[config.mk]
export PLATFORM = sky130hd
export DESIGN_NAME = http_chunked_body_decoder_flat
export DESIGN_NICKNAME = d
export VERILOG_FILES = /design/src/hdl/hcd_pkg.sv /design/src/hdl/hcd_req_if.sv /design/src/hdl/hcd_rsp_if.sv /design/src/hdl/hcd_csr.sv /design/src/hdl/hcd_step.sv /design/src/hdl/http_chunked_body_decoder.sv /design/src/flat_wrapper.sv
export SDC_FILE = /design/constraint.sdc
export NUM_CORES = 1
export LEC_CHECK = 0
export ABC_CLOCK_PERIOD_IN_PS = 2700
export BUFFER_PORTS_ARGS = -buffer_cell sky130_fd_sc_hd__buf_2
export CORE_UTILIZATION = 45
export CTS_CLUSTER_SIZE = 16
export DETAILED_ROUTE_END_ITERATION = 6
export HOLD_SLACK_MARGIN = 0.06
export PLACE_DENSITY = 0.68
export SYNTH_ARGS = -nofsm -noshare
export SYNTH_HDL_FRONTEND = slang
export SYNTH_SLANG_ARGS = --single-unit
[constraint.sdc]
create_clock -name clock -period 2.7 [get_ports clock]
set_input_delay 0.135 -clock clock [delete_from_list [all_inputs] [get_ports clock]]
set_output_delay 0.135 -clock clock [all_outputs]
set_load 0.01 [all_outputs]
[src/hdl/hcd_pkg.sv]
`timescale 1ns / 1ps
// ----------------------------------------------------------------------------
// hcd_pkg
// Types and constants shared by the chunked body decoder modules.
// ----------------------------------------------------------------------------
package hcd_pkg;

   localparam int CONTENT_LENGTH_WIDTH = 31;

   localparam logic [7:0] CH_CR    = 8'd13;
   localparam logic [7:0] CH_LF    = 8'd10;
   localparam logic [7:0] CH_COLON = 8'd58;

   localparam logic OP_START = 1'b0;
   localparam logic OP_BYTE  = 1'b1;

   localparam logic REG_CHUNKED_MODE   = 1'b0;
   localparam logic REG_CONTENT_LENGTH = 1'b1;

   typedef enum logic [2:0] {
      PH_IDLE = 3'd0,
      PH_LEN  = 3'd1,
      PH_SIZE = 3'd2,
      PH_DATA = 3'd3,
      PH_DEND = 3'd4,
      PH_TRL  = 3'd5,
      PH_DONE = 3'd6,
      PH_ERR  = 3'd7
   } phase_type;

   typedef enum logic [1:0] {
      K_NONE = 2'd0,
      K_BYTE = 2'd1,
      K_DONE = 2'd2,
      K_ERR  = 2'd3
   } kind_type;

   typedef struct packed {
      logic                            chunked_mode;
      logic [CONTENT_LENGTH_WIDTH-1:0] content_length;
   } cfg_type;

   typedef struct packed {
      logic size_digit_seen;
      logic pending_cr;
      logic line_nonempty;
      logic colon_seen;
   } line_flags_type;

   // {valid, nibble}
   function automatic logic [4:0] hex_value(input logic [7:0] c);
      logic [4:0] res;
      res = 5'd0;
      if (c >= 8'd48 && c <= 8'd57) begin
         res = {1'b1, 4'(c - 8'd48)};
      end else if (c >= 8'd65 && c <= 8'd70) begin
         res = {1'b1, 4'(c - 8'd55)};
      end else if (c >= 8'd97 && c <= 8'd102) begin
         res = {1'b1, 4'(c - 8'd87)};
      end
      return res;
   endfunction

endpackage

[src/hdl/hcd_req_if.sv]
`timescale 1ns / 1ps
// ----------------------------------------------------------------------------
// hcd_req_if
// Input channel: start items and body bytes.
// ----------------------------------------------------------------------------
interface hcd_req_if;
   logic       valid;
   logic       ready;
   logic       op;
   logic [7:0] data_in;

   modport source (output valid, output op, output data_in, input ready);
   modport sink (input valid, input op, input data_in, output ready);
endinterface

[src/hdl/hcd_rsp_if.sv]
`timescale 1ns / 1ps
// ----------------------------------------------------------------------------
// hcd_rsp_if
// Result channel: one result beat per input beat.
// ----------------------------------------------------------------------------
interface hcd_rsp_if;
   logic       valid;
   logic       ready;
   logic [1:0] kind;
   logic [7:0] data_out;

   modport source (output valid, output kind, output data_out, input ready);
   modport sink (input valid, input kind, input data_out, output ready);
endinterface

[src/hdl/hcd_csr.sv]
`timescale 1ns / 1ps
// ----------------------------------------------------------------------------
// hcd_csr
// APB register file holding the body mode and the content length.
// ----------------------------------------------------------------------------
module hcd_csr (
   input  logic              clock,
   input  logic              reset,
   input  logic              csr_psel,
   input  logic              csr_penable,
   input  logic              csr_pwrite,
   input  logic [2:0]        csr_paddr,
   input  logic [31:0]       csr_pwdata,
   output logic [31:0]       csr_prdata,
   output logic              csr_pready,
   output hcd_pkg::cfg_type  cfg
);

   hcd_pkg::cfg_type cfg_ff, cfg_in;
   logic             wr_en;

   assign wr_en      = csr_psel & csr_penable & csr_pwrite;
   assign csr_pready = 1'b1;
   assign cfg        = cfg_ff;

   always_comb begin
      cfg_in = cfg_ff;
      if (wr_en) begin
         unique case (csr_paddr[2])
            hcd_pkg::REG_CHUNKED_MODE:   cfg_in.chunked_mode = csr_pwdata[0];
            hcd_pkg::REG_CONTENT_LENGTH:
               cfg_in.content_length = csr_pwdata[hcd_pkg::CONTENT_LENGTH_WIDTH-1:0];
            default: cfg_in = cfg_ff;
         endcase
      end
   end

   always_comb begin
      unique case (csr_paddr[2])
         hcd_pkg::REG_CHUNKED_MODE:   csr_prdata = {31'd0, cfg_ff.chunked_mode};
         hcd_pkg::REG_CONTENT_LENGTH: csr_prdata = {1'b0, cfg_ff.content_length};
         default:                     csr_prdata = 32'd0;
      endcase
   end

   always_ff @(posedge clock) begin
      if (reset) begin
         cfg_ff.chunked_mode   <= 1'b1;
         cfg_ff.content_length <= '0;
      end else begin
         cfg_ff <= cfg_in;
      end
   end

endmodule

[src/hdl/hcd_step.sv]
`timescale 1ns / 1ps
// ----------------------------------------------------------------------------
// hcd_step
// Per-beat decode: next phase, counter and line flags, and the result beat.
// ----------------------------------------------------------------------------
module hcd_step #(
   parameter int SIZE_BITS = 31,
   parameter int REM_W     = 31
) (
   input  logic                  op,
   input  logic [7:0]            c,
   input  hcd_pkg::cfg_type      cfg,
   input  hcd_pkg::phase_type    phase,
   input  logic [REM_W-1:0]      rem,
   input  hcd_pkg::line_flags_type flags,
   output hcd_pkg::phase_type    phase_nxt,
   output logic [REM_W-1:0]      rem_nxt,
   output hcd_pkg::line_flags_type flags_nxt,
   output hcd_pkg::kind_type     kind,
   output logic [7:0]            data_out
);

   logic             is_cr, is_lf, is_colon;
   logic [4:0]       hex;
   logic             size_ovf;
   logic [REM_W-1:0] rem_dec;
   logic             rem_last;
   logic             sz_fail, dend_fail, trl_fail, trl_done;
   logic             cl_zero;

   assign is_cr    = (c == hcd_pkg::CH_CR);
   assign is_lf    = (c == hcd_pkg::CH_LF);
   assign is_colon = (c == hcd_pkg::CH_COLON);
   assign hex      = hcd_pkg::hex_value(c);
   assign size_ovf = (rem[REM_W-1:SIZE_BITS-4] != '0);
   assign rem_dec  = rem - REM_W'(1);
   assign rem_last = (rem_dec == '0);
   assign cl_zero  = (cfg.content_length == '0);

   assign sz_fail   = flags.pending_cr ? !is_lf :
                      is_cr ? !flags.size_digit_seen : (!hex[4] | size_ovf);
   assign dend_fail = flags.pending_cr ? !is_lf : !is_cr;
   assign trl_done  = flags.pending_cr & is_lf & !flags.line_nonempty;
   // a colon may not open a trailer line; a closed line must have held one
   assign trl_fail  = (flags.pending_cr & is_lf & flags.line_nonempty & !flags.colon_seen)
                    | (!flags.pending_cr & !flags.line_nonempty & is_colon);

   // next state
   always_comb begin
      phase_nxt = phase;
      rem_nxt   = rem;
      flags_nxt = flags;
      if (op == hcd_pkg::OP_START) begin
         flags_nxt = '0;
         rem_nxt   = '0;
         if (cfg.chunked_mode) begin
            phase_nxt = hcd_pkg::PH_SIZE;
         end else if (cl_zero) begin
            phase_nxt = hcd_pkg::PH_DONE;
         end else begin
            phase_nxt = hcd_pkg::PH_LEN;
            rem_nxt   = REM_W'(cfg.content_length);
         end
      end else begin
         unique case (phase)
            hcd_pkg::PH_LEN: begin
               rem_nxt = rem_dec;
               if (rem_last) begin
                  phase_nxt            = hcd_pkg::PH_DONE;
                  flags_nxt.pending_cr = 1'b1;
               end
            end
            hcd_pkg::PH_SIZE: begin
               if (sz_fail) begin
                  phase_nxt = hcd_pkg::PH_ERR;
               end else if (flags.pending_cr) begin
                  flags_nxt = '0;
                  phase_nxt = (rem != '0) ? hcd_pkg::PH_DATA : hcd_pkg::PH_TRL;
               end else if (is_cr) begin
                  flags_nxt.pending_cr = 1'b1;
               end else begin
                  rem_nxt                   = {rem[REM_W-5:0], hex[3:0]};
                  flags_nxt.size_digit_seen = 1'b1;
               end
            end
            hcd_pkg::PH_DATA: begin
               rem_nxt = rem_dec;
               if (rem_last) begin
                  phase_nxt            = hcd_pkg::PH_DEND;
                  flags_nxt.pending_cr = 1'b0;
               end
            end
            hcd_pkg::PH_DEND: begin
               if (dend_fail) begin
                  phase_nxt = hcd_pkg::PH_ERR;
               end else if (flags.pending_cr) begin
                  phase_nxt                 = hcd_pkg::PH_SIZE;
                  flags_nxt.pending_cr      = 1'b0;
                  flags_nxt.size_digit_seen = 1'b0;
                  rem_nxt                   = '0;
               end else begin
                  flags_nxt.pending_cr = 1'b1;
               end
            end
            hcd_pkg::PH_TRL: begin
               if (trl_fail) begin
                  phase_nxt = hcd_pkg::PH_ERR;
               end else if (trl_done) begin
                  phase_nxt            = hcd_pkg::PH_DONE;
                  flags_nxt.pending_cr = 1'b0;
               end else if (flags.pending_cr & is_lf) begin
                  flags_nxt.pending_cr    = 1'b0;
                  flags_nxt.line_nonempty = 1'b0;
                  flags_nxt.colon_seen    = 1'b0;
               end else begin
                  // a held CR that is not followed by LF counts as a line byte
                  flags_nxt.pending_cr    = is_cr;
                  flags_nxt.line_nonempty = is_cr ? (flags.line_nonempty | flags.pending_cr)
                                                  : 1'b1;
                  flags_nxt.colon_seen    = flags.colon_seen
                                          | (is_colon & (flags.line_nonempty | flags.pending_cr));
               end
            end
            hcd_pkg::PH_DONE: flags_nxt.pending_cr = 1'b0;
            default: phase_nxt = phase;
         endcase
      end
   end

   // result beat
   always_comb begin
      kind     = hcd_pkg::K_NONE;
      data_out = 8'd0;
      if (op == hcd_pkg::OP_START) begin
         if (!cfg.chunked_mode && cl_zero) begin
            kind = hcd_pkg::K_DONE;
         end
      end else begin
         unique case (phase)
            hcd_pkg::PH_LEN, hcd_pkg::PH_DATA: begin
               kind     = hcd_pkg::K_BYTE;
               data_out = c;
            end
            hcd_pkg::PH_SIZE: if (sz_fail) kind = hcd_pkg::K_ERR;
            hcd_pkg::PH_DEND: if (dend_fail) kind = hcd_pkg::K_ERR;
            hcd_pkg::PH_TRL: begin
               if (trl_fail) begin
                  kind = hcd_pkg::K_ERR;
               end else if (trl_done) begin
                  kind = hcd_pkg::K_DONE;
               end
            end
            hcd_pkg::PH_DONE: if (flags.pending_cr) kind = hcd_pkg::K_DONE;
            hcd_pkg::PH_ERR:  kind = hcd_pkg::K_ERR;
            default:          kind = hcd_pkg::K_NONE;
         endcase
      end
   end

endmodule

[src/hdl/http_chunked_body_decoder.sv]
`timescale 1ns / 1ps
// ----------------------------------------------------------------------------
// http_chunked_body_decoder
// HTTP/1.1 body decoder for length-delimited and chunked bodies, one byte a beat.
// ----------------------------------------------------------------------------
//  channel  | role      | beat contents
//  req_ch   | sink      | op (start / byte), data_in
//  rsp_ch   | source    | kind (none / byte / done / error), data_out
//  csr_*    | APB slave | reg 0 chunked_mode @0x0, reg 1 content_length @0x4
//
//  One beat per cycle sustained while results are taken; every input beat
//  gives one result beat. A beat passes an input register, then the decode
//  into the result register. A stalled result holds the pipe; the input register
//  refills as soon as the result register frees. Synchronous reset clears the
//  decoder to idle and loads chunked mode with a content length of zero.
// ----------------------------------------------------------------------------
module http_chunked_body_decoder #(
   parameter int SIZE_BITS = 31
) (
   input  logic        clock,
   input  logic        reset,
   hcd_req_if.sink     req_ch,
   hcd_rsp_if.source   rsp_ch,
   input  logic        csr_psel,
   input  logic        csr_penable,
   input  logic        csr_pwrite,
   input  logic [2:0]  csr_paddr,
   input  logic [31:0] csr_pwdata,
   output logic [31:0] csr_prdata,
   output logic        csr_pready
);

   localparam int REM_W = (SIZE_BITS > hcd_pkg::CONTENT_LENGTH_WIDTH) ?
                          SIZE_BITS : hcd_pkg::CONTENT_LENGTH_WIDTH;

   hcd_pkg::cfg_type        cfg;

   logic                    in_valid_ff;
   logic                    in_op_ff;
   logic [7:0]              in_data_ff;

   hcd_pkg::phase_type      phase_ff, phase_in;
   logic [REM_W-1:0]        rem_ff, rem_in;
   hcd_pkg::line_flags_type flags_ff, flags_in;

   logic                    out_valid_ff;
   hcd_pkg::kind_type       out_kind_ff, out_kind_in;
   logic [7:0]              out_data_ff, out_data_in;

   logic                    advance;

   hcd_csr u_csr (
      .clock       (clock),
      .reset       (reset),
      .csr_psel    (csr_psel),
      .csr_penable (csr_penable),
      .csr_pwrite  (csr_pwrite),
      .csr_paddr   (csr_paddr),
      .csr_pwdata  (csr_pwdata),
      .csr_prdata  (csr_prdata),
      .csr_pready  (csr_pready),
      .cfg         (cfg)
   );

   hcd_step #(
      .SIZE_BITS (SIZE_BITS),
      .REM_W     (REM_W)
   ) u_step (
      .op        (in_op_ff),
      .c         (in_data_ff),
      .cfg       (cfg),
      .phase     (phase_ff),
      .rem       (rem_ff),
      .flags     (flags_ff),
      .phase_nxt (phase_in),
      .rem_nxt   (rem_in),
      .flags_nxt (flags_in),
      .kind      (out_kind_in),
      .data_out  (out_data_in)
   );

   // advance the held beat once the result register is free
   assign advance      = in_valid_ff & (!out_valid_ff | rsp_ch.ready);
   assign req_ch.ready = !in_valid_ff | advance;

   assign rsp_ch.valid    = out_valid_ff;
   assign rsp_ch.kind     = out_kind_ff;
   assign rsp_ch.data_out = out_data_ff;

   always_ff @(posedge clock) begin
      if (reset) begin
         in_valid_ff  <= 1'b0;
         out_valid_ff <= 1'b0;
         phase_ff     <= hcd_pkg::PH_IDLE;
         rem_ff       <= '0;
         flags_ff     <= '0;
      end else begin
         if (req_ch.ready) begin
            in_valid_ff <= req_ch.valid;
         end
         if (advance) begin
            out_valid_ff <= 1'b1;
            phase_ff     <= phase_in;
            rem_ff       <= rem_in;
            flags_ff     <= flags_in;
         end else if (rsp_ch.ready) begin
            out_valid_ff <= 1'b0;
         end
      end
   end

   always_ff @(posedge clock) begin
      if (req_ch.ready && req_ch.valid) begin
         in_op_ff   <= req_ch.op;
         in_data_ff <= req_ch.data_in;
      end
      if (advance) begin
         out_kind_ff <= out_kind_in;
         out_data_ff <= out_data_in;
      end
   end

endmodule

[src/flat_wrapper.sv]
// flat-port wrapper written by rule: the top's interface ports become plain ports
module http_chunked_body_decoder_flat 
#(
   parameter int SIZE_BITS = 31
)
  (clock, reset, csr_psel, csr_penable, csr_pwrite, csr_paddr, csr_pwdata, csr_prdata, csr_pready, req_ch_valid, req_ch_op, req_ch_data_in, req_ch_ready, rsp_ch_valid, rsp_ch_kind, rsp_ch_data_out, rsp_ch_ready);
  hcd_req_if req_ch_i ();
  hcd_rsp_if rsp_ch_i ();
  input  logic clock;
  input  logic reset;
  input  logic csr_psel;
  input  logic csr_penable;
  input  logic csr_pwrite;
  input  logic [2:0] csr_paddr;
  input  logic [31:0] csr_pwdata;
  output logic [31:0] csr_prdata;
  output logic csr_pready;
  input wire logic [$bits(req_ch_i.valid)-1:0] req_ch_valid;
  input wire logic [$bits(req_ch_i.op)-1:0] req_ch_op;
  input wire logic [$bits(req_ch_i.data_in)-1:0] req_ch_data_in;
  output wire logic [$bits(req_ch_i.ready)-1:0] req_ch_ready;
  output wire logic [$bits(rsp_ch_i.valid)-1:0] rsp_ch_valid;
  output wire logic [$bits(rsp_ch_i.kind)-1:0] rsp_ch_kind;
  output wire logic [$bits(rsp_ch_i.data_out)-1:0] rsp_ch_data_out;
  input wire logic [$bits(rsp_ch_i.ready)-1:0] rsp_ch_ready;
  assign req_ch_i.valid = req_ch_valid;
  assign req_ch_i.op = req_ch_op;
  assign req_ch_i.data_in = req_ch_data_in;
  assign req_ch_ready = req_ch_i.ready;
  assign rsp_ch_valid = rsp_ch_i.valid;
  assign rsp_ch_kind = rsp_ch_i.kind;
  assign rsp_ch_data_out = rsp_ch_i.data_out;
  assign rsp_ch_i.ready = rsp_ch_ready;
  http_chunked_body_decoder #(.SIZE_BITS(SIZE_BITS)) u_core (.clock(clock), .reset(reset), .req_ch(req_ch_i), .rsp_ch(rsp_ch_i), .csr_psel(csr_psel), .csr_penable(csr_penable), .csr_pwrite(csr_pwrite), .csr_paddr(csr_paddr), .csr_pwdata(csr_pwdata), .csr_prdata(csr_prdata), .csr_pready(csr_pready));
endmodule
==> flow_summary.yaml, run 1 <==
outcome:
  status: "finished clean"
sta:
  fin_crit_ns: 2.62
  final-max-slew-violation-count: 0
  hold_viol: 0
  fin_crit_sh_pct: 97.1
  slew_headroom_pct: 36.7
  rsz0062_at_grt: "true"
  finalSetupViolations: 0
  clock.fmax_ghz: 0.382
  skew_ns: 0.00624
  tightestPinTransition_ns: 0.945
cts:
  clkLatencyLatePin_ns: 0.35
  cts_buffers: 9
  cts_tree: "built"
  clock-sinks: 91
  clockBufferDepth: 2
  clk_pin_slew_ns: 0.07
  clockRootBuffer: "clkbuf_16"
  h-tree-depth: 3
power:
  power.share.clock_pct: 31.8
  peakVddDrop_mv: 0.461
  totalPowerFinal_mw: 4.35
  p_sw_mw: 1.43
  power_density_nw_per_um2: 559
  p_int_mw: 2.92
  p_leak_nw: 3.07
  p_sw_share_pct: 32.9
  seqPwrFrac_pct: 35.9
  pwr-share-comb_pct: 32.3
die:
  start_util_pct: 46.4
  io_pins: 96
  fp-row-count: 41
  core-area_um2: 12700
  die_h_um: 117
  dieArea_um2: 13600
  die_width_um: 117
yosys:
  netlist_instances: 751
  synth_edf_count: 19
  syn_nets: 811
  synthFlopType: "dfxtp_1"
  ys_ff_latch: 91
  netlist_area_um2: 5900
  synth-seq-area-share_pct: 34.1
  synth_largest_area_cell: "dfxtp_1"
  synth_top_area_share_pct: 24.4
  synthTopCellsByArea: "dfxtp_1, edfxtp_1, nand2_1, a21oi_1, nor2_1"
  yosysWarnings: 0
  syn_avg_cell_area_um2: 7.86
  synth_cell_type_count: 82
  synthArstFlopShare_pct: 0
worst_setup_path:
  arrival_ns: 2.85
  crit_fanout: 4
  path_class: "flop to flop"
  endpoint_kind: "flop"
  required_ns: 2.93
  critPathLaunchType: "flop"
placement:
  dp_hpwl_mm: 13.7
  port_buffers: 90
  gp_congestion: 0.964
route:
  vias_per_cell: 5.85
  wl_met1_mm: 8.50
  avgRoutedWirePerCell_um: 18.1
  first_pass_iters: 5
  wl_met2_mm: 8.97
  drt_wl_total_mm: 19.7
  highest_layer: "met4"
  drt_iter0_drc: 482
  wl_met3_mm: 1.79
  dr_total_vias: 6362
  antenna_left: 0
  post-route-drc-count: 0
layout:
  utilization_pct: 61.2
  diodes: 0
  n_fill_cell: 1126
  syn_to_final_growth_pct: 31.8
  seq_area_um2: 2010
  drive_gt1_share_pct: 25.3
  multiInputGateArea_um2: 3640
  fin_nets: 971
global_route:
  grt_usage_pct: 29.3
  grt_max_degree: 47
  grt_first_pass_wirelength_mm: 30.4
  antenna_found_initial: 0
  overflow: 0
  grt_pass1_vias: 5713
flow_run:
  max-cap-violations: 0
hold_path:
  hp-class: "input port to flop"
-- worst paths after layout --
kind / from / to / slack (ns) / cells past startpoint
hold reg to reg: u_core.u_csr.cfg[1]$_SDFFE_PP0P_ / u_core.u_csr.cfg[1]$_SDFFE_PP0P_ / 0.50 / 2
setup reg to reg: u_core.rem_ff[0]$_SDFFE_PP0P_ / u_core.flags_ff[2]$_SDFFE_PP0P_ / 0.08 / 11
setup / recovery: u_core.rem_ff[0]$_SDFFE_PP0P_ / u_core.flags_ff[2]$_SDFFE_PP0P_ / 0.08 / 11
hold / removal: reset / u_core.phase_ff[1]$_SDFFE_PP0P_ / 0.16 / 2
-- critical path, cell delays in order, from the launching register on --
cell,delay [ns]
dfxtp_1,0.32
inv_2,0.07
ha_4,0.15
nor4b_4,0.28
nand4b_1,0.20
buf_4,0.19
nor4_2,0.28
xnor2_1,0.17
nand3_1,0.17
o31a_1,0.35
o31ai_2,0.23
a21oi_1,0.09
-- Yosys cell counts (5+ instances only) --
library cell / instances
nor4b_1: 5
a211oi_1: 25
xor2_1: 9
buf_2: 12
a211oi_2: 5
nor2_1: 70
nor4_1: 22
edfxtp_1: 19
nand2_1: 106
and3_1: 9
nand4b_1: 6
inv_1: 10
and2_1: 33
dfxtp_1: 72
nor3_1: 17
nor2b_1: 5
a21oi_1: 60
nand3_1: 20
xnor2_1: 16
nand4_1: 12
clkbuf_1: 47
o31ai_1: 5
a22oi_1: 24
ha_1: 9
o21ai_0: 33
-- what timing repair did --
action | in CTS | in global routing
pin swaps | 0 | 7
resized for setup | 0 | 17
setup endpoints to repair | 1 | 29
endpoints found under the hold margin | 41 | 0
buffers inserted | 1 | 3
hold buffers | 41 | 0
-- kinds of logic after synthesis --
family                   share of synthesized area (%)
adder cells (fa/ha/maj)                           1.91
buffers and inverters                             5.98
XOR/XNOR                                          3.71
AND/OR/NAND/NOR                                   30.9
multiplexers                                     0.360
AO/OA/AOI/OAI                                     23.0
flip-flops                                        34.1
other                                            0.127
-- state kept, by name (all words and copies together) (netlist names) --
name                    cells
u_core.flags_ff             4
u_core.in_data_ff           8
u_core.in_op_ff             1
u_core.in_valid_ff          1
u_core.phase_ff             3
u_core.rem_ff              31
u_core.rsp_ch.data_out      8
u_core.rsp_ch.kind          2
u_core.rsp_ch.valid         1
u_core.u_csr.cfg           32
-- stage by stage --
stage | hold WS, ns | setup slack (ns) | setup TNS [ns] | instances | area (um2)
floorplan | 0.234 | 0.111 | 0 | 751 | 5900
global placement | 0.313 | 0.0812 | 0 | 1027 | 6940
detailed placement | 0.314 | -0.0257 | -0.0257 | 1027 | 6940
CTS | 0.138 | 0.00637 | 0 | 1085 | 7680
global route | 0.178 | -0.0621 | -0.406 | 1088 | 7780
finish | 0.159 | 0.0792 | 0 | 1088 | 7780
-- power by group through the flow --
stage / sequential (mW) / combinational [mW] / clock (mW)
CTS: 1.55 / 1.33 / 1.40
global placement: 1.58 / 1.26 / 0
finish: 1.56 / 1.40 / 1.38
floorplan: 1.53 / 0.836 / 0
detailed placement: 1.58 / 1.27 / 0
global route: 1.57 / 1.52 / 1.44
-- layout make-up --
cell class | instances | share of cell area [%]
Multi-Input combinational cell | 581 | 46.7
Sequential cell | 91 | 25.8
Timing Repair Buffer | 217 | 20.0
Clock buffer | 10 | 2.94
Tap cell | 172 | 2.76
Clock inverter | 6 | 1.21
Inverter | 11 | 0.530
-- cell usage in the layout, fill, tap and decap left out, drive strengths merged, types with 5 or more instances in the layout --
cell           n
a211oi        30
a21oi         61
a22oi         24
and2          33
and3           9
buf          176
clkbuf        10
dfxtp         72
dlygate4sd3   41
edfxtp        19
ha             9
inv           13
nand2        107
nand3         20
nand4         12
nand4b         6
nor2          71
nor2b          5
nor3          19
nor4          28
nor4b          7
o211ai         5
o21ai         36
o31ai          6
or3            5
xnor2         16
xor2           9
-- layer usage --
layer  GRT usage (%)  vias up
met5               0        -
met1            40.8     2963
met2            45.3      326
met4            9.79        0
li1                -     3039
met3            5.60       34
(Power assumes the default switching activity.)
==> run 2: changes to the inputs <==
--- a/config.mk
+++ b/config.mk
@@ -6,12 +6,11 @@
 export NUM_CORES = 1
 export LEC_CHECK = 0
 export ABC_CLOCK_PERIOD_IN_PS = 2700
-export BUFFER_PORTS_ARGS = -buffer_cell sky130_fd_sc_hd__buf_2
 export CORE_UTILIZATION = 45
 export CTS_CLUSTER_SIZE = 16
 export DETAILED_ROUTE_END_ITERATION = 6
+export DONT_BUFFER_PORTS = 1
 export HOLD_SLACK_MARGIN = 0.06
-export PLACE_DENSITY = 0.68
 export SYNTH_ARGS = -nofsm -noshare
 export SYNTH_HDL_FRONTEND = slang
 export SYNTH_SLANG_ARGS = --single-unit
==> flow_summary.yaml, run 2 (same netlist as run 1, synthesis figures left out) <==
outcome:
  status: "finished clean"
route:
  dr_total_vias: 6000
  antenna_left: 0
  first_pass_iters: 5
  post-route-drc-count: 0
  avgRoutedWirePerCell_um: 18.9
  drt_iter0_drc: 513
  drt_wl_total_mm: 18.6
  vias_per_cell: 6.11
sta:
  setup_ws_ns: 0.125
  fin_crit_ns: 2.58
  fin_crit_sh_pct: 95.4
  finalSetupViolations: 0
  final-max-slew-violation-count: 0
  clock.fmax_ghz: 0.388
  hold_viol: 0
  skew_ns: 0.00854
  rsz0062_at_grt: "true"
  tightestPinTransition_ns: 0.993
  slew_headroom_pct: 33.8
layout:
  utilization_pct: 56.4
  largest_register_ffs: 32
  drive_gt1_share_pct: 14.7
  fin_nets: 865
  final_cell_area_um2: 7180
  final_cell_mix: "nand2_1, dfxtp_1, nor2_1, buf_4, a21oi_1"
  diodes: 0
  n_fill_cell: 1217
  layout_commonest_cell: "nand2_1"
  syn_to_final_growth_pct: 21.6
global_route:
  grt_max_degree: 73
  antenna_found_initial: 0
  overflow: 0
  grt_pass1_vias: 5386
  grt_first_pass_wirelength_mm: 29.1
  grt_usage_pct: 28.0
placement:
  port_buffers: 0
  placed_area_um2: 6280
  pre_cts_slack_ns: 0.0494
  gp_congestion: 0.957
  dp_hpwl_mm: 12.8
worst_setup_path:
  cp.depth: 11
  endpoint_kind: "flop"
  required_ns: 2.93
  arrival_ns: 2.80
  reg2reg_depth: 11
  path_class: "flop to flop"
  crit_family: "compound AO/OA/AOI/OAI gates"
  rr_endpoint: "u_core.flags_ff[2]$_SDFFE_PP0P_"
  cp_slowest_stage_delay_ns: 0.53
  path_cells: "inv_1 -> ha_4 -> nor4b_4 -> buf_4 -> nand2_2 -> nor4_1 -> a2111oi_1 -> o211ai_2 -> o31a_1 -> o31ai_2 -> a21oi_1"
  r2r_slack_ns: 0.12
  cp_num_buf_inv: 2
  worst_path_max_delay_cell: "a2111oi_1"
  crit_fanout: 5
  r2r-start: "u_core.rem_ff[0]$_SDFFE_PP0P_"
  critPathLaunchType: "flop"
hold_path:
  min_delay_path_depth: 2
  holdPathEnd: "u_core.rem_ff[0]$_SDFFE_PP0P_"
  hp-class: "input port to flop"
  holdCritStartpoint: "reset"
die:
  die_h_um: 117
  dieArea_um2: 13600
  start_util_pct: 46.4
  fp-row-count: 41
  io_pins: 96
  core-area_um2: 12700
  die_width_um: 117
power:
  peakVddDrop_mv: 0.414
  totalPowerFinal_mw: 4.11
  p_leak_nw: 2.56
  power_density_nw_per_um2: 572
cts:
  h-tree-depth: 3
  clkLatencyLatePin_ns: 0.35
  clockBufferDepth: 2
  clock-sinks: 91
  cts_tree: "built"
  clk_pin_slew_ns: 0.07
  cts_buffers: 9
  clockRootBuffer: "clkbuf_16"
flow_run:
  max-cap-violations: 0
==> run 2: area by class of cell <==
class / instances / area, um2 / share of cell area [%]
Clock inverter: 7 / 73.8 / 1.03
Tap cell: 172 / 215 / 3.00
Sequential cell: 91 / 2010 / 28.0
Inverter: 11 / 41.3 / 0.575
Timing Repair Buffer: 111 / 982 / 13.7
Clock buffer: 9 / 225 / 3.14
Multi-Input combinational cell: 581 / 3630 / 50.6
==> run 2: how the worst max path moves through the flow <==
stage                                              from                              end  slack (ns)
after floorplan           u_core.rem_ff[0]$_SDFFE_PP0P_  u_core.flags_ff[2]$_SDFFE_PP0P_        0.11
after global placement    u_core.rem_ff[0]$_SDFFE_PP0P_  u_core.flags_ff[2]$_SDFFE_PP0P_        0.08
after detailed placement  u_core.rem_ff[0]$_SDFFE_PP0P_  u_core.flags_ff[2]$_SDFFE_PP0P_        0.05
after CTS                 u_core.rem_ff[0]$_SDFFE_PP0P_  u_core.flags_ff[2]$_SDFFE_PP0P_        0.02
after global routing      u_core.rem_ff[0]$_SDFFE_PP0P_  u_core.phase_ff[2]$_SDFFE_PP0P_       -0.02
final                     u_core.rem_ff[0]$_SDFFE_PP0P_  u_core.flags_ff[2]$_SDFFE_PP0P_        0.12
==> run 2: per-stage QoR <==
stage / TNS (ns) / hold WS [ns] / std cells
final: 0 / 0.150 / 982
after global routing: -0.0363 / 0.149 / 982
after CTS: 0 / 0.138 / 976
after detailed placement: 0 / 0.219 / 914
after global placement: 0 / 0.219 / 914
after floorplan: 0 / 0.234 / 751
==> run 2: where the power goes <==
| part | leakage, nW | internal, mW | switching [mW] |
|---|---|---|---|
| clock | 0.141 | 0.723 | 0.577 |
| sequential | 0.775 | 1.46 | 0.107 |
| combinational | 1.65 | 0.539 | 0.706 |
| total | 2.56 | 2.72 | 1.39 |
==> run 2: timing repair <==
| action | 4_1_cts | 5_1_grt |
|---|---|---|
| resized for setup | 0 | 13 |
| endpoints found under the setup margin | 0 | 24 |
| buffers inserted | 0 | 5 |
| hold buffers | 46 | 0 |
| endpoints found under the hold margin | 81 | 0 |
==> run 2: metal layers <==
layer	vias to the layer above	global-route usage, %	share of wire, %
li1	2834	-	-
met1	2894	40.6	47
met2	245	42.6	44
met3	27	4.62	7.2
met4	0	8.35	1.9
met5	-	0	0
==> run 3: changes to the inputs <==
--- a/config.mk
+++ b/config.mk
@@ -10,7 +10,9 @@
 export CTS_CLUSTER_SIZE = 16
 export DETAILED_ROUTE_END_ITERATION = 6
 export DONT_BUFFER_PORTS = 1
+export GPL_ROUTABILITY_DRIVEN = 0
 export HOLD_SLACK_MARGIN = 0.06
 export SYNTH_ARGS = -nofsm -noshare
 export SYNTH_HDL_FRONTEND = slang
+export SYNTH_HIERARCHICAL = 1
 export SYNTH_SLANG_ARGS = --single-unit
==> flow_summary.yaml, run 3 <==
sta:
  skew_ns: 0.00539
  clock.fmax_ghz: 0.358
  rsz0062_at_grt: "true"
  final-max-slew-violation-count: 0
  slew_headroom_pct: 37.9
  fin_crit_sh_pct: 103
  fin_crit_ns: 2.79
  fin_tns_setup_ns: -0.444
  setup_ws_ns: -0.0915
  hold_viol: 0
  tightestPinTransition_ns: 0.931
  finalSetupViolations: 15
flow_run:
  max-cap-violations: 0
die:
  core-area_um2: 15100
  die_h_um: 126
  die_width_um: 126
  start_util_pct: 45.8
  io_pins: 96
  fp-row-count: 45
  dieArea_um2: 15900
worst_setup_path:
  r2r-start: "u_core/in_data_ff[7]$_DFFE_PP_"
  rr_endpoint: "u_core/flags_ff[2]$_SDFFE_PP0P_"
  r2r_slack_ns: -0.09
  endpoint_kind: "flop"
  critPathLaunchType: "flop"
  path_cells: "buf_4 -> or4_4 -> or2_2 -> a41oi_1 -> o21ai_0 -> a311oi_1 -> and3_4 -> a311oi_2 -> nand2b_1 -> mux2i_1"
  cp_slowest_stage_delay_ns: 0.52
  worst_path_max_delay_cell: "or4_4"
  arrival_ns: 3.03
  reg2reg_depth: 10
  crit_fanout: 4
  required_ns: 2.94
  path_class: "flop to flop"
cts:
  clkLatencyLatePin_ns: 0.36
  cts_buffers: 9
  clockBufferDepth: 2
  clockRootBuffer: "clkbuf_16"
  cts_tree: "built"
  clock-sinks: 91
  h-tree-depth: 3
  clk_pin_slew_ns: 0.07
layout:
  drive_gt1_share_pct: 22.9
  syn_to_final_growth_pct: 29.1
  fin_nets: 1030
  diodes: 0
  largest_register_ffs: 32
  stdcell_count: 1163
  layout_commonest_cell: "nand2b_1"
  n_fill_cell: 1255
  final_cell_mix: "nand2b_1, buf_4, mux2i_1, dfxtp_1, nand2_1"
route:
  antenna_left: 0
  drt_wl_total_mm: 22.7
  first_pass_iters: 5
  post-route-drc-count: 0
  dr_total_vias: 7197
  vias_per_cell: 6.19
  drt_iter0_drc: 899
  avgRoutedWirePerCell_um: 19.5
yosys:
  netlist_area_um2: 6940
  synthTopCellsByCount: "nand2b_1, dfxtp_1, mux2i_1"
  synth_top_area_share_pct: 20.8
  post-synth-top-count-cell: "nand2b_1"
  ys_ff_latch: 91
  synthTopCellsByArea: "dfxtp_1, nand2b_1, mux2i_1, edfxtp_1, a21oi_1"
  syn_avg_cell_area_um2: 8.06
  yosysWarnings: 6
  syn_nets: 921
  synth_cell_type_count: 77
  synth-seq-area-share_pct: 29.0
  synth_edf_count: 19
  netlist_instances: 861
  synth_largest_area_cell: "dfxtp_1"
  synthFlopType: "dfxtp_1"
  synthArstFlopShare_pct: 0
global_route:
  overflow: 0
  grt_pass1_vias: 6860
  grt_usage_pct: 27.9
  grt_max_degree: 143
  grt_first_pass_wirelength_mm: 35.2
  antenna_found_initial: 0
hold_path:
  holdCritStartpoint: "reset"
  holdPathEnd: "u_core/rsp_ch.valid$_SDFFE_PP0P_"
  min_delay_path_depth: 2
  hp-class: "input port to flop"
outcome:
  status: "finished with violations"
  violations: "setup timing"
power:
  power_density_nw_per_um2: 363
  p_leak_nw: 3.40
  peakVddDrop_mv: 0.370
placement:
  dp_hpwl_mm: 15.1
  port_buffers: 0
  dp_cells: 1084
-- run 3: cell types whose count changed after synthesis, sizes merged, moves of 11 or more --
cell    change
nand2b    +140
nand2      -48
o21ai      +21
a22o       +11
nor2       -19
a211oi     -26
xnor2      -12
mux2i      +70
a22oi      -21
-- run 3: per-layer routing --
layer  GRT usage (%)  part of all wire [%]  vias to the layer above
met3            3.82                   6.6                      101
met5               0                     0                        -
met4            15.9                   5.2                        0
met2            45.9                    46                      369
met1            35.2                    42                     3432
li1                -                     -                     3295
-- run 3: how the worst max path moves through the flow --
stage | start | end | slack [ns] | cells past startpoint
2_1_floorplan | u_core/rem_ff[0]$_SDFFE_PP0P_ | u_core/flags_ff[2]$_SDFFE_PP0P_ | -0.08 | 14
3_3_place_gp | u_core/rem_ff[27]$_SDFFE_PP0P_ | u_core/rem_ff[10]$_SDFFE_PP0P_ | -0.07 | 11
3_5_place_dp | u_core/rem_ff[1]$_SDFFE_PP0P_ | u_core/flags_ff[2]$_SDFFE_PP0P_ | -0.10 | 12
4_1_cts | u_core/rem_ff[11]$_SDFFE_PP0P_ | u_core/flags_ff[2]$_SDFFE_PP0P_ | -0.04 | 11
5_1_grt | u_core/rem_ff[1]$_SDFFE_PP0P_ | u_core/flags_ff[2]$_SDFFE_PP0P_ | -0.22 | 12
6_report | u_core/in_data_ff[7]$_DFFE_PP_ | u_core/flags_ff[2]$_SDFFE_PP0P_ | -0.09 | 10
-- run 3: logic make-up (layout without fill, tap and decap cells) --
logic type | after synthesis | after routing | synth area share [%]
AO/OA/AOI/OAI | 190 | 190 | 17.6
AND/OR/NAND/NOR | 405 | 405 | 33.9
multiplexers | 72 | 72 | 10.4
other | 2 | 2 | 0.108
flip-flops | 91 | 91 | 29.0
XOR/XNOR | 9 | 9 | 1.14
buffers and inverters | 83 | 197 | 6.24
adder cells (fa/ha/maj) | 9 | 9 | 1.62
-- run 3: worst max-delay path, delay by kind of cell, from the launching register on --
| family | cells | cell delay, ns |
|---|---|---|
| flops | 1 | 0.43 |
| compound gates | 4 | 0.80 |
| buf+inv | 1 | 0.17 |
| simple gates | 4 | 1.21 |
| mux | 1 | 0.06 |
-- run 3: where the power goes --
part	total, mW	internal, mW	switching (mW)	leakage (nW)
clock	1.30	0.724	0.578	0.146
sequential	1.45	1.42	0.0298	0.768
combinational	0.505	0.247	0.258	2.48
-- run 3: layout make-up --
class / count / area, um2 / share of cell area (%)
clock buffer: 9 / 225 / 2.52
clock inverter: 7 / 80.1 / 0.894
inverter: 11 / 41.3 / 0.461
multi-input combinational: 687 / 4850 / 54.2
sequential: 91 / 2020 / 22.5
tap: 188 / 235 / 2.63
timing repair buffer: 170 / 1500 / 16.8
-- run 3: metrics by stage --
step | setup WS (ns) | power [mW] | hold slack (ns) | cell area [um2] | utilization [%]
2_1_floorplan | -0.0783 | 1.76 | 0.234 | 6990 | -
3_3_place_gp | -0.0668 | 1.84 | 0.221 | 7680 | 50.7
3_5_place_dp | -0.101 | 1.85 | 0.223 | 7680 | 50.7
4_1_cts | -0.0350 | 3.25 | 0.173 | 8760 | 57.8
5_1_grt | -0.219 | 3.36 | 0.214 | 8950 | 59.1
6_report | -0.0915 | 3.25 | 0.187 | 8950 | 59.1
-- run 3: timing repair --
action / in CTS / in global routing
hold buffers: 45 / 0
cloned: 1 / 1
endpoints found under the hold margin: 81 / 0
buffers inserted: 13 / 4
pin swaps: 21 / 34
gates resized for setup: 45 / 37
endpoints found under the setup margin: 29 / 37
